**src/hw/rtl/hci_ccp_pkg.sv**
```systemverilog
`timescale 1ns / 1ps
// ----------------------------------------------------------------------------
// HCI command-complete parser package
// Phase encoding and protocol constants shared by the parser.
// ----------------------------------------------------------------------------
package hci_ccp_pkg;

    typedef enum logic [2:0] {
        PH_SYNC1   = 3'd0,
        PH_SYNC2   = 3'd1,
        PH_LENGTH  = 3'd2,
        PH_TYPE    = 3'd3,
        PH_OP_LO   = 3'd4,
        PH_OP_HI   = 3'd5,
        PH_STATUS  = 3'd6,
        PH_PAYLOAD = 3'd7
    } t_phase;

    localparam logic [7:0]  C_SYNC_FIRST   = 8'h04;
    localparam logic [7:0]  C_SYNC_SECOND  = 8'h0E;
    localparam logic [7:0]  C_PKT_TYPE     = 8'h01;
    localparam logic [7:0]  C_STATUS_OK    = 8'h00;
    localparam logic [7:0]  C_HDR_BYTES    = 8'd4;
    localparam logic [15:0] C_EARLY_RESET  = 16'hFC4E;
    localparam int unsigned C_MAX_PAYLOAD  = 240;
    localparam logic [8:0]  C_MAX_LEN_BYTE = 9'(C_MAX_PAYLOAD + 4);

endpackage

```
**src/hw/rtl/hci_command_complete_parser_top.sv**
```systemverilog
`timescale 1ns / 1ps
// ----------------------------------------------------------------------------
// HCI command-complete parser, top level
// Results are registered: an accepted byte is held in the input register,
//   and the phase logic then loads the result register from it.
// Throughput: one byte per cycle unless a stalled result holds the byte.
// Reset: i_rst_n is synchronous, active low; clears phase, counters,
//   valid flags and sets the early-end opcode to 0xFC4E.
// ----------------------------------------------------------------------------
module hci_command_complete_parser_top (
    input  logic        i_clk,
    input  logic        i_rst_n,
    // config write: early_end_opcode
    input  logic        i_cfg_valid,
    output logic        o_cfg_ready,
    input  logic [15:0] i_cfg_data,
    // input bytes
    input  logic        s_axis_tvalid,
    output logic        s_axis_tready,
    input  logic [7:0]  s_axis_tdata,   // [7:0] rx_byte
    // results
    output logic        m_axis_tvalid,
    input  logic        m_axis_tready,
    output logic [39:0] m_axis_tdata,   // [15:0] event_opcode, [23:16] data_byte,
                                        // [31:24] data_index, [39:32] data_length
    output logic        m_axis_tuser,   // [0] has_data
    output logic        m_axis_tlast    // is_last
);

    logic [15:0] r_early_op;

    logic        r_in_valid;
    logic [7:0]  r_in_byte;

    hci_ccp_pkg::t_phase r_phase, n_phase;
    logic [15:0] r_opcode, n_opcode;
    logic [7:0]  r_len, n_len;
    logic [7:0]  r_count, n_count;

    logic        r_out_valid;
    logic [15:0] r_out_opcode;
    logic [7:0]  r_out_byte;
    logic [7:0]  r_out_index;
    logic [7:0]  r_out_length;
    logic        r_out_has;
    logic        r_out_last;

    logic        emit;
    logic [7:0]  emit_byte;
    logic [7:0]  emit_index;
    logic        emit_has;
    logic        emit_last;
    logic        advance;
    logic [7:0]  cnt_inc;

    assign o_cfg_ready = 1'b1;

    always_ff @(posedge i_clk) begin
        if (!i_rst_n) begin
            r_early_op <= hci_ccp_pkg::C_EARLY_RESET;
        end else if (i_cfg_valid) begin
            r_early_op <= i_cfg_data;
        end
    end

    // Phase logic on the registered byte
    always_comb begin
        n_phase    = r_phase;
        n_opcode   = r_opcode;
        n_len      = r_len;
        n_count    = r_count;
        emit       = 1'b0;
        emit_byte  = 8'd0;
        emit_index = 8'd0;
        emit_has   = 1'b0;
        emit_last  = 1'b0;
        cnt_inc    = r_count + 8'd1;
        case (r_phase)
            hci_ccp_pkg::PH_SYNC1: begin
                if (r_in_byte == hci_ccp_pkg::C_SYNC_FIRST) begin
                    n_opcode = 16'd0;
                    n_len    = 8'd0;
                    n_count  = 8'd0;
                    n_phase  = hci_ccp_pkg::PH_SYNC2;
                end
            end
            hci_ccp_pkg::PH_SYNC2: begin
                n_phase = (r_in_byte == hci_ccp_pkg::C_SYNC_SECOND) ?
                          hci_ccp_pkg::PH_LENGTH : hci_ccp_pkg::PH_SYNC1;
            end
            hci_ccp_pkg::PH_LENGTH: begin
                if (r_in_byte >= hci_ccp_pkg::C_HDR_BYTES &&
                    {1'b0, r_in_byte} <= hci_ccp_pkg::C_MAX_LEN_BYTE) begin
                    n_len   = r_in_byte - hci_ccp_pkg::C_HDR_BYTES;
                    n_phase = hci_ccp_pkg::PH_TYPE;
                end else begin
                    n_phase = hci_ccp_pkg::PH_SYNC1;
                end
            end
            hci_ccp_pkg::PH_TYPE: begin
                n_phase = (r_in_byte == hci_ccp_pkg::C_PKT_TYPE) ?
                          hci_ccp_pkg::PH_OP_LO : hci_ccp_pkg::PH_SYNC1;
            end
            hci_ccp_pkg::PH_OP_LO: begin
                n_opcode = {r_opcode[15:8], r_in_byte};
                n_phase  = hci_ccp_pkg::PH_OP_HI;
            end
            hci_ccp_pkg::PH_OP_HI: begin
                n_opcode = {r_in_byte, r_opcode[7:0]};
                n_phase  = hci_ccp_pkg::PH_STATUS;
            end
            hci_ccp_pkg::PH_STATUS: begin
                if (r_in_byte != hci_ccp_pkg::C_STATUS_OK) begin
                    n_phase = hci_ccp_pkg::PH_SYNC1;
                end else if (r_opcode == r_early_op || r_len == 8'd0) begin
                    // header-only completion
                    emit      = 1'b1;
                    emit_last = 1'b1;
                    n_phase   = hci_ccp_pkg::PH_SYNC1;
                end else begin
                    n_phase = hci_ccp_pkg::PH_PAYLOAD;
                end
            end
            hci_ccp_pkg::PH_PAYLOAD: begin
                emit       = 1'b1;
                emit_byte  = r_in_byte;
                emit_index = r_count;
                emit_has   = 1'b1;
                emit_last  = (cnt_inc >= r_len);
                n_count    = cnt_inc;
                if (emit_last) begin
                    n_phase = hci_ccp_pkg::PH_SYNC1;
                end
            end
            default: begin
                n_phase = hci_ccp_pkg::PH_SYNC1;
            end
        endcase
    end

    // Advance the held byte unless its result would overwrite a stalled one
    assign advance       = r_in_valid && (!emit || !r_out_valid || m_axis_tready);
    assign s_axis_tready = !r_in_valid || advance;

    always_ff @(posedge i_clk) begin
        if (!i_rst_n) begin
            r_in_valid <= 1'b0;
        end else if (s_axis_tready) begin
            r_in_valid <= s_axis_tvalid;
        end
    end

    always_ff @(posedge i_clk) begin
        if (s_axis_tready && s_axis_tvalid) begin
            r_in_byte <= s_axis_tdata;
        end
    end

    always_ff @(posedge i_clk) begin
        if (!i_rst_n) begin
            r_phase <= hci_ccp_pkg::PH_SYNC1;
            r_opcode <= 16'd0;
            r_len    <= 8'd0;
            r_count  <= 8'd0;
        end else if (advance) begin
            r_phase  <= n_phase;
            r_opcode <= n_opcode;
            r_len    <= n_len;
            r_count  <= n_count;
        end
    end

    always_ff @(posedge i_clk) begin
        if (!i_rst_n) begin
            r_out_valid <= 1'b0;
        end else if (advance && emit) begin
            r_out_valid <= 1'b1;
        end else if (m_axis_tready) begin
            r_out_valid <= 1'b0;
        end
    end

    always_ff @(posedge i_clk) begin
        if (advance && emit) begin
            r_out_opcode <= n_opcode;
            r_out_byte   <= emit_byte;
            r_out_index  <= emit_index;
            r_out_length <= n_len;
            r_out_has    <= emit_has;
            r_out_last   <= emit_last;
        end
    end

    assign m_axis_tvalid = r_out_valid;
    assign m_axis_tdata  = {r_out_length, r_out_index, r_out_byte, r_out_opcode};
    assign m_axis_tuser  = r_out_has;
    assign m_axis_tlast  = r_out_last;

    // A header-only result always closes the event
    a_hdr_only_last: assert property (@(posedge i_clk) disable iff (!i_rst_n)
        (r_out_valid && !r_out_has) |-> r_out_last)
        else $error("header-only result without is_last");

    a_hdr_only_zero: assert property (@(posedge i_clk) disable iff (!i_rst_n)
        (r_out_valid && !r_out_has) |-> (r_out_byte == 8'd0 && r_out_index == 8'd0))
        else $error("header-only result carries data");

    a_index_range: assert property (@(posedge i_clk) disable iff (!i_rst_n)
        (r_out_valid && r_out_has) |-> (r_out_index < r_out_length))
        else $error("payload index beyond length");

    a_last_index: assert property (@(posedge i_clk) disable iff (!i_rst_n)
        (r_out_valid && r_out_has && r_out_last) |-> (r_out_index == r_out_length - 8'd1))
        else $error("last payload byte at wrong index");

endmodule

```
**config.mk**
```make
export PLATFORM = sky130hd
export DESIGN_NAME = hci_command_complete_parser_top
export DESIGN_NICKNAME = d
export VERILOG_FILES = /design/src/hw/rtl/hci_ccp_pkg.sv /design/src/hw/rtl/hci_command_complete_parser_top.sv
export SDC_FILE = /design/constraint.sdc
export NUM_CORES = 1
export LEC_CHECK = 0
export BUFFER_PORTS_ARGS = -buffer_cell sky130_fd_sc_hd__buf_2
export CORE_UTILIZATION = 35
export DETAILED_ROUTE_END_ITERATION = 8
export GPL_ROUTABILITY_DRIVEN = 0
export PLACE_DENSITY_LB_ADDON = 0.15
export SYNTH_ARGS = -nofsm -noshare
export SYNTH_HDL_FRONTEND = slang
export SYNTH_SLANG_ARGS = --single-unit
```
**constraint.sdc**
```tcl
create_clock -name i_clk -period 3.98 [get_ports i_clk]
set_clock_uncertainty 0.05 [all_clocks]
set_input_delay 0.199 -clock i_clk [delete_from_list [all_inputs] [get_ports i_clk]]
set_output_delay 0.199 -clock i_clk [all_outputs]
set_load 0.01 [all_outputs]
```
# == Word-level counts from Yosys, hierarchy flattened ==
# Cells that the tools add are included.
# word_totals
elab_cells,72
out_inout_bits,45
romBits,0
latchBits,0
ramBits,0
in_bits,29
mem_count,0
regBits,103
# classes
bitwise_logic,0
n_shift,0
n_div,0
n_eq_ne,13
mul,0
magnitude_cmp,3
mux,22
addsub,2
reduce_logical,18
# ops
op,count
$pmux 16 s3,1
$pmux 8 s2,2
$mux 8,3
$pmux 3 s8,1
$eq 16x16->1,1
$mux 16,1
$mux 3,5
$eq 3x3->1 const B,4
$add 8x1->8 const B,1
$eq 8x1->1 const B,1
$eq 8x3->1 const B,1
$eq 8x4->1 const B,1
$ge 8x3->1 const B,1
$ge 8x8->1,1
$le 8x8->1 const B,1
$logic_not 8->1,1
$reduce_bool 8->1,1
$sub 8x3->8 const B,1
$eq 3x2->1 const B,2
$reduce_and 3->1,2
$mux 1,5
$logic_and 1x1->1,4
$logic_or 1x1->1,4
$mux 2,2
6 further kinds,11

# == Depth between registers and ports, before layout ==
# Gate-level depths: netlist of run 1.
# logic_depth
ltp_word,11
mapped_depth,11
depth_no_buf,11

# == Least setup slack after synthesis of run 1 ==
# No wires, ideal clock.
# synth_path
path_type,reg-to-reg
startpoint,register r_in_byte[4]
endpoint,register r_out_last (netlist: m_axis_tlast) (enable)
stages_incl_launch_ff,8
setup_time_ns,0.441
required_ns,3.489
arrival_time_ns,3.655
path_buffers,2
slack_ns,-0.166
path_cell_list,edfxtp_1 -> buf_6 -> or4_1 -> buf_2 -> nor4_1 -> a21boi_0 -> o21ai_0 -> nor2_1
# synth_via
elab_chain_len,8
# synth_lines
element,line_no,text
from (decl),hci_command_complete_parser_top.sv:33,logic [7:0] r_in_byte;
from (signal assigned),hci_command_complete_parser_top.sv:155,r_in_byte <= s_axis_tdata;
$reduce_bool 8->1 *,hci_command_complete_parser_top.sv:113,if (r_in_byte != hci_ccp_pkg::C_STATUS_OK) begin
$mux 1 *,hci_command_complete_parser_top.sv:113,
$pmux 1 s2 *,hci_command_complete_parser_top.sv:78,case (r_phase)
$logic_not 1->1,hci_command_complete_parser_top.sv:142,assign advance = r_in_valid && (!emit || !r_out_valid || m_axis_tready);
$logic_or 1x1->1 (2 in series),hci_command_complete_parser_top.sv:142,
$logic_and 1x1->1,hci_command_complete_parser_top.sv:142,
$logic_and 1x1->1 *,hci_command_complete_parser_top.sv:184,if (advance && emit) begin
to (signal assigned),hci_command_complete_parser_top.sv:190,r_out_last <= emit_last;
to (decl),hci_command_complete_parser_top.sv:46,logic r_out_last;
# Every way passes the cells marked *; elsewhere a longest branch is shown, timed or not.
# A chain may end at the register's enable or synchronous reset.

# == Worst setup path in the final report of run 1 ==
# layout_path
startpoint,register r_in_byte[4]
endpoint,register r_out_opcode[4] (enable)
# layout_via
elab_chain_len,8
# layout_lines
element,line_no,text
$reduce_bool 8->1 *,hci_command_complete_parser_top.sv:113,
$mux 1 *,hci_command_complete_parser_top.sv:113,
$pmux 1 s2 *,hci_command_complete_parser_top.sv:78,
$logic_not 1->1,hci_command_complete_parser_top.sv:142,
$logic_or 1x1->1 (2 in series),hci_command_complete_parser_top.sv:142,
$logic_and 1x1->1,hci_command_complete_parser_top.sv:142,
$logic_and 1x1->1 *,hci_command_complete_parser_top.sv:184,
to (signal assigned),hci_command_complete_parser_top.sv:185,r_out_opcode <= n_opcode;
to (decl),hci_command_complete_parser_top.sv:41,logic [15:0] r_out_opcode;
# Marked as above.

==> impl_metrics.tcl, run 1 <==
set metrics [dict create \
    dr.pass1.iters 5 \
    syn_area_per_cell_um2 11.32 \
    start_util 0.3645 \
    async_flop_share 0 \
    num-fill-cells 1241 \
    end_kind "register" \
    netSwitchingFraction 0.2112 \
    finalCritPeriodShare 0.8034 \
    syn_inst 413 \
    crit_arrival_ps 3190 \
    final_area_um2 5554 \
    vias_per_cell 5.142 \
    synth_nets 455 \
    ys_seq_area_frac 0.5482 \
    cp_top_family "simple AND/OR/NAND/NOR gates" \
    cts_resized 0 \
    via_count 3394 \
    synth_common_cells "dfxtp_1, edfxtp_1, a22o_1" \
    insertion_delay_ps 340 \
    drt_iter0_drc 199 \
    finalWorstSetupSlack_ps 782.4 \
    worst_path_max_delay_cell "or4_1" \
    synth-edff-count 50 \
    io_buffers 72 \
    cts_tree "done" \
    ctsLongestPathBuffers 2 \
    cts_inserted_buffers 9 \
    crit_chain "or4_1, nor4_1, a21boi_0, o21ai_0, nor2_4, buf_4" \
    grt_pass1_vias 3294 \
    cp_num_buf_inv 1 \
    placed_area_um2 5172 \
    io_pins 74 \
    drt_drc_violations_left 0 \
    fin_tns_setup_ps 0 \
    min_period_ps 3198 \
    cts-root-buf "clkbuf_16" \
    pre_cts_ws_ps 798.3 \
    status "completed" \
    layout.nets 525 \
    num_rows 41 \
    worstPathRequired_ps 3970 \
    yosys.area.top_type "edfxtp_1" \
    rsz0062_at_grt "no" \
    routed_wl_um 11350 \
    clkTransAtPathRegs_ps 60 \
    gr-total-overflow 0 \
    hold_viol 0 \
    yosys.cell_count.top_type "dfxtp_1" \
    hold_class "in -> reg" \
    fmax_mhz 312.7 \
    yosys-top-cells-area "edfxtp_1, dfxtp_1, a22o_1" \
    dpl.hpwl_um 7983 \
    grt_pass1_wl_um 17950 \
    ys_seq_elements 103 \
    cpPeakStageDelay_ps 710 \
    n_antenna_cell 0 \
    htreeDepth 3 \
    synth_area_um2 4674 \
    die_height_um 117.6 \
    yosysWarnings 0 \
    die-area_um2 13820 \
    power_leakage_nw 2.274 \
    crit_type "reg -> reg" \
    post_route_cells_drive_above_1_share 0.1926 \
    die_x_um 117.6 \
    power_frac_clock 0.419 \
    cts.sinks 103 \
    finalSetupViolations 0 \
    netSwitchingPower_mw 0.4508 \
    core_area_um2 12820 \
    synth_top_cell_area_share 0.3212 \
    power_frac_seq 0.538 \
    synth.distinct_cells 52 \
    worstMarginPinSlew_ps 904.5 \
    ir_drop_mv 0.2572 \
    start_kind "register" \
    cap_violations 0 \
    critPathMaxFanout 11 \
    drv_slew 0 \
    grt.total_usage 0.1679 \
    postRouteAntennaNets 0 \
    slew_headroom 0.3958 \
    wl_per_cell_um 17.19 \
    antenna_found_initial 0 \
    power.density_nw_per_um2 384.4 \
    internal-power_mw 1.684 \
    synth_flop_cell "dfxtp_1" \
    area_growth_pct 18.82 \
    grt_max_degree 39 \
    pwr-share-comb 0.043 \
]
[power by group through the flow]
stage	registers [mW]	clock network (mW)	logic, mW
2_1_floorplan	1.15	0	0.0680
3_3_place_gp	1.17	0	0.0843
3_5_place_dp	1.17	0	0.0850
4_1_cts	1.15	0.913	0.0916
5_1_grt	1.15	0.954	0.100
6_report	1.15	0.894	0.0915
[layer usage]
layer / routed length [um] / global-route usage / part of all wire
met5: 0 / 0 / 0
met4: 114 / 0.04888 / 0.010
met3: 560 / 0.03828 / 0.049
met2: 4909 / 0.2474 / 0.43
met1: 5761 / 0.2440 / 0.51
[path summary, 6_finish.rpt]
check | start | slack, ps | cells past startpoint | end
max reg2reg | r_in_byte[4] | 780 | 6 | r_out_opcode[4]
max | r_in_byte[4] | 780 | 6 | r_out_opcode[4]
min reg2reg | r_early_op[2] | 450 | 2 | r_early_op[2]
min | i_cfg_data[11] | 20 | 3 | r_early_op[11]
[through the flow]
step / total power [mW] / utilization / hold slack [ps] / cells
global route: 2.206 / 0.4331 / 16.06 / 660
CTS: 2.153 / 0.4331 / 16.41 / 660
finish: 2.135 / 0.4331 / 22.90 / 660
global placement: 1.255 / 0.4033 / 326.9 / 636
floorplan: 1.221 / - / 247.9 / 413
detailed placement: 1.257 / 0.4033 / 327.1 / 636
[registers in the layout (all words and copies together), names as in the netlist]
register	flops
m_axis_tlast	1
r_out_index	8
r_out_byte	8
r_early_op	16
r_out_length	8
r_in_valid	1
r_opcode	16
r_len	8
m_axis_tuser	1
m_axis_tvalid	1
r_count	8
r_in_byte	8
r_out_opcode	16
r_phase	3
[worst min-delay path, cell delays in order]
cell and delay, ps:
buf_2 80, mux2i_1 50, nand2_1 60
[cell type report]
cell class / count / area [um^2] / area share
inverter: 15 / 56.30 / 0.01014
tap: 172 / 215.2 / 0.03875
multi-input combinational: 271 / 1943 / 0.3499
timing repair buffer: 83 / 475.5 / 0.08560
sequential: 103 / 2562 / 0.4614
clock buffer: 13 / 260.3 / 0.04686
clock inverter: 3 / 41.29 / 0.007434
[timing repair]
| action | 4_1_cts | 5_1_grt |
|---|---|---|
| endpoints found under the hold margin | 8 | 0 |
| endpoints found under the setup margin | 0 | 0 |
| buffers inserted | 0 | 0 |
| hold buffers | 8 | 0 |
[placed cells by master, fill, tap and decap left out, drive strengths merged, types with 3 or more instances in the layout]
cell / Yosys / routed
ha: 13 / 13
nor2b: 10 / 10
nor2: 22 / 22
xnor2: 5 / 5
a21o: 7 / 7
clkbuf: 17 / 13
nor3: 5 / 5
nand2: 30 / 30
a22o: 41 / 41
buf: 7 / 75
a21oi: 9 / 9
mux2i: 16 / 16
a21boi: 8 / 8
xor2: 21 / 21
edfxtp: 50 / 50
o21a: 4 / 4
o21ai: 14 / 14
nand2b: 3 / 3
and2: 14 / 14
nor4: 8 / 8
dfxtp: 53 / 53
inv: 15 / 15
nand3: 8 / 8
dlygate4sd3: 0 / 8
[logic make-up after synthesis]
family,count (synthesis),share of synthesized area
AO/OA/AOI/OAI,103,0.1740
XOR/XNOR,26,0.04872
adder cells (fa/ha/maj),13,0.03480
buffers and inverters,39,0.03774
flip-flops,103,0.5482
multiplexers,16,0.03426
other,1,0.0008022
AND/OR/NAND/NOR,112,0.1215
Power figures use the tool's default switching activity.
==> run 2: changes to the inputs <==
- clock period: 3.98 -> 2.8 ns (I/O delays scaled with it)
==> run 2 against run 1 <==
Against the previous run:
- non-clock buffer count rose by 33
- critical path depth did not move
- largest power group unchanged
- clock power rose by 28%
==> impl_metrics.tcl, run 2 (synthesized netlist as in run 1, its figures left out) <==
set metrics [dict create \
    cts-root-buf "clkbuf_16" \
    finalWorstSetupSlack_ps 197.9 \
    critPathMaxFanout 6 \
    stdcell_count 693 \
    die-area_um2 13820 \
    worst_path_max_delay_cell "or4_1" \
    area_growth_pct 24.44 \
    start_util 0.3645 \
    grt_pass1_vias 3332 \
    cap_violations 0 \
    ctsLongestPathBuffers 2 \
    cts.sinks 103 \
    rsz0062_at_grt "no" \
    drv_slew 0 \
    power.density_nw_per_um2 503.9 \
    gr-total-overflow 0 \
    num_rows 41 \
    finalSetupViolations 0 \
    io_buffers 72 \
    crit_arrival_ps 2780 \
    cts_tree "done" \
    rr_worst_depth 6 \
    worstPathRequired_ps 2980 \
    final_common_cell "buf_2" \
    hold_viol 0 \
    routed_wl_um 11080 \
    die_height_um 117.6 \
    grt_pass1_wl_um 17600 \
    start_kind "register" \
    end_kind "register" \
    p_total_mw 2.931 \
    dpl.hpwl_um 7839 \
    cts_resized 0 \
    io_pins 74 \
    postRouteAntennaNets 0 \
    via_count 3410 \
    ir_drop_mv 0.2780 \
    place_inst 655 \
    hold_depth 3 \
    die_x_um 117.6 \
    min_period_ps 2602 \
    slew_headroom 0.4566 \
    cts_setup_buffers 0 \
    core_area_um2 12820 \
    dr.pass1.iters 4 \
    timing.rr.end "r_opcode[4]" \
    vias_per_cell 4.921 \
    grt_max_degree 39 \
    n_antenna_cell 0 \
    multiInputGateArea_um2 1957 \
    antenna_found_initial 0 \
    reg.largest.list "r_early_op x16, r_opcode x16, r_out_opcode x16" \
    placed_area_um2 5329 \
    crit_type "reg -> reg" \
    ff2ff_setup_slack_ps 200 \
    final_area_um2 5817 \
    cp_num_buf_inv 0 \
    cp_top_family "compound AO/OA/AOI/OAI gates" \
    hold_class "in -> reg" \
    worstReg2RegStart "r_in_byte[4]" \
    insertion_delay_ps 340 \
    pre_cts_ws_ps 237.7 \
    cpPeakStageDelay_ps 600 \
    power_leakage_nw 2.412 \
    drt_iter0_drc 195 \
    grt.total_usage 0.1662 \
    clkTransAtPathRegs_ps 60 \
    status "completed" \
    cts_hold_buf 22 \
    wl_per_cell_um 15.98 \
    layout.nets 558 \
    fmax_mhz 384.3 \
    cts_inserted_buffers 9 \
    crit_chain "or4_1, o41ai_2, a21oi_1, a41oi_4, and3b_1, a22o_1" \
    final_cell_mix "buf_2, dfxtp_1, edfxtp_1, a22o_1, nand2_1" \
    fin_tns_setup_ps 0 \
    hold_path.startpoint "i_cfg_data[5]" \
    regArea_um2 2562 \
    htreeDepth 3 \
    post_route_cells_drive_above_1_share 0.2226 \
    worstMarginPinSlew_ps 813.5 \
    holdPathEnd "r_early_op[5]" \
    drt_drc_violations_left 0 \
    finalCritPeriodShare 0.9293 \
    num-fill-cells 1211 \
]
## run 2: changes by cell type in the layout (fill, tap and decap cells not counted), sizes merged
cell | before | now
buf | 75 | 94
dlygate4sd3 | 8 | 22
clkinv | 1 | 4
clkbuf | 13 | 11
bufinv | 1 | 0
## run 2: cell type report
| cell class | instances | share of cell area |
|---|---|---|
| sequential | 103 | 0.4405 |
| multi-input combinational | 271 | 0.3364 |
| timing repair buffer | 116 | 0.1304 |
| clock buffer | 11 | 0.04173 |
| tap | 172 | 0.03700 |
| inverter | 15 | 0.009679 |
| clock inverter | 5 | 0.004302 |
## run 2: per-layer routing
| metal | vias up | global-route usage | wire (um) |
|---|---|---|---|
| li1 | 1716 | - | - |
| met1 | 1589 | 0.2402 | 5627 |
| met2 | 97 | 0.2396 | 4786 |
| met3 | 8 | 0.04070 | 547 |
| met4 | 0 | 0.05849 | 114 |
| met5 | - | 0 | 0 |
## run 2: worst max-delay path by stage
stage | startpoint | to | slack, ps | cells past startpoint
2_1_floorplan | r_in_byte[4] | m_axis_tlast | 50 | 7
3_3_place_gp | r_in_byte[4] | r_opcode[5] | 230 | 6
3_5_place_dp | r_in_byte[4] | r_opcode[4] | 240 | 6
4_1_cts | r_in_byte[4] | r_opcode[4] | 210 | 6
5_1_grt | r_count[0] | r_phase[2] | 40 | 11
6_report | r_in_byte[4] | r_opcode[4] | 200 | 6
## run 2: per-stage QoR
step	utilization	hold slack [ps]
final	0.4536	9.651
after global routing	0.4536	5.567
after CTS	0.4536	0.3851
after detailed placement	0.4155	268.1
after global placement	0.4155	266.0
after floorplan	-	188.9
## run 2: power by group
group / internal (mW) / switching (mW)
combinational: 0.0857 / 0.0947
clock: 0.618 / 0.523
sequential: 1.59 / 0.0185
## run 2: tightest hold or removal path: stages
cell and delay, ps:
buf_2 80, mux2i_1 60, nor2b_1 90
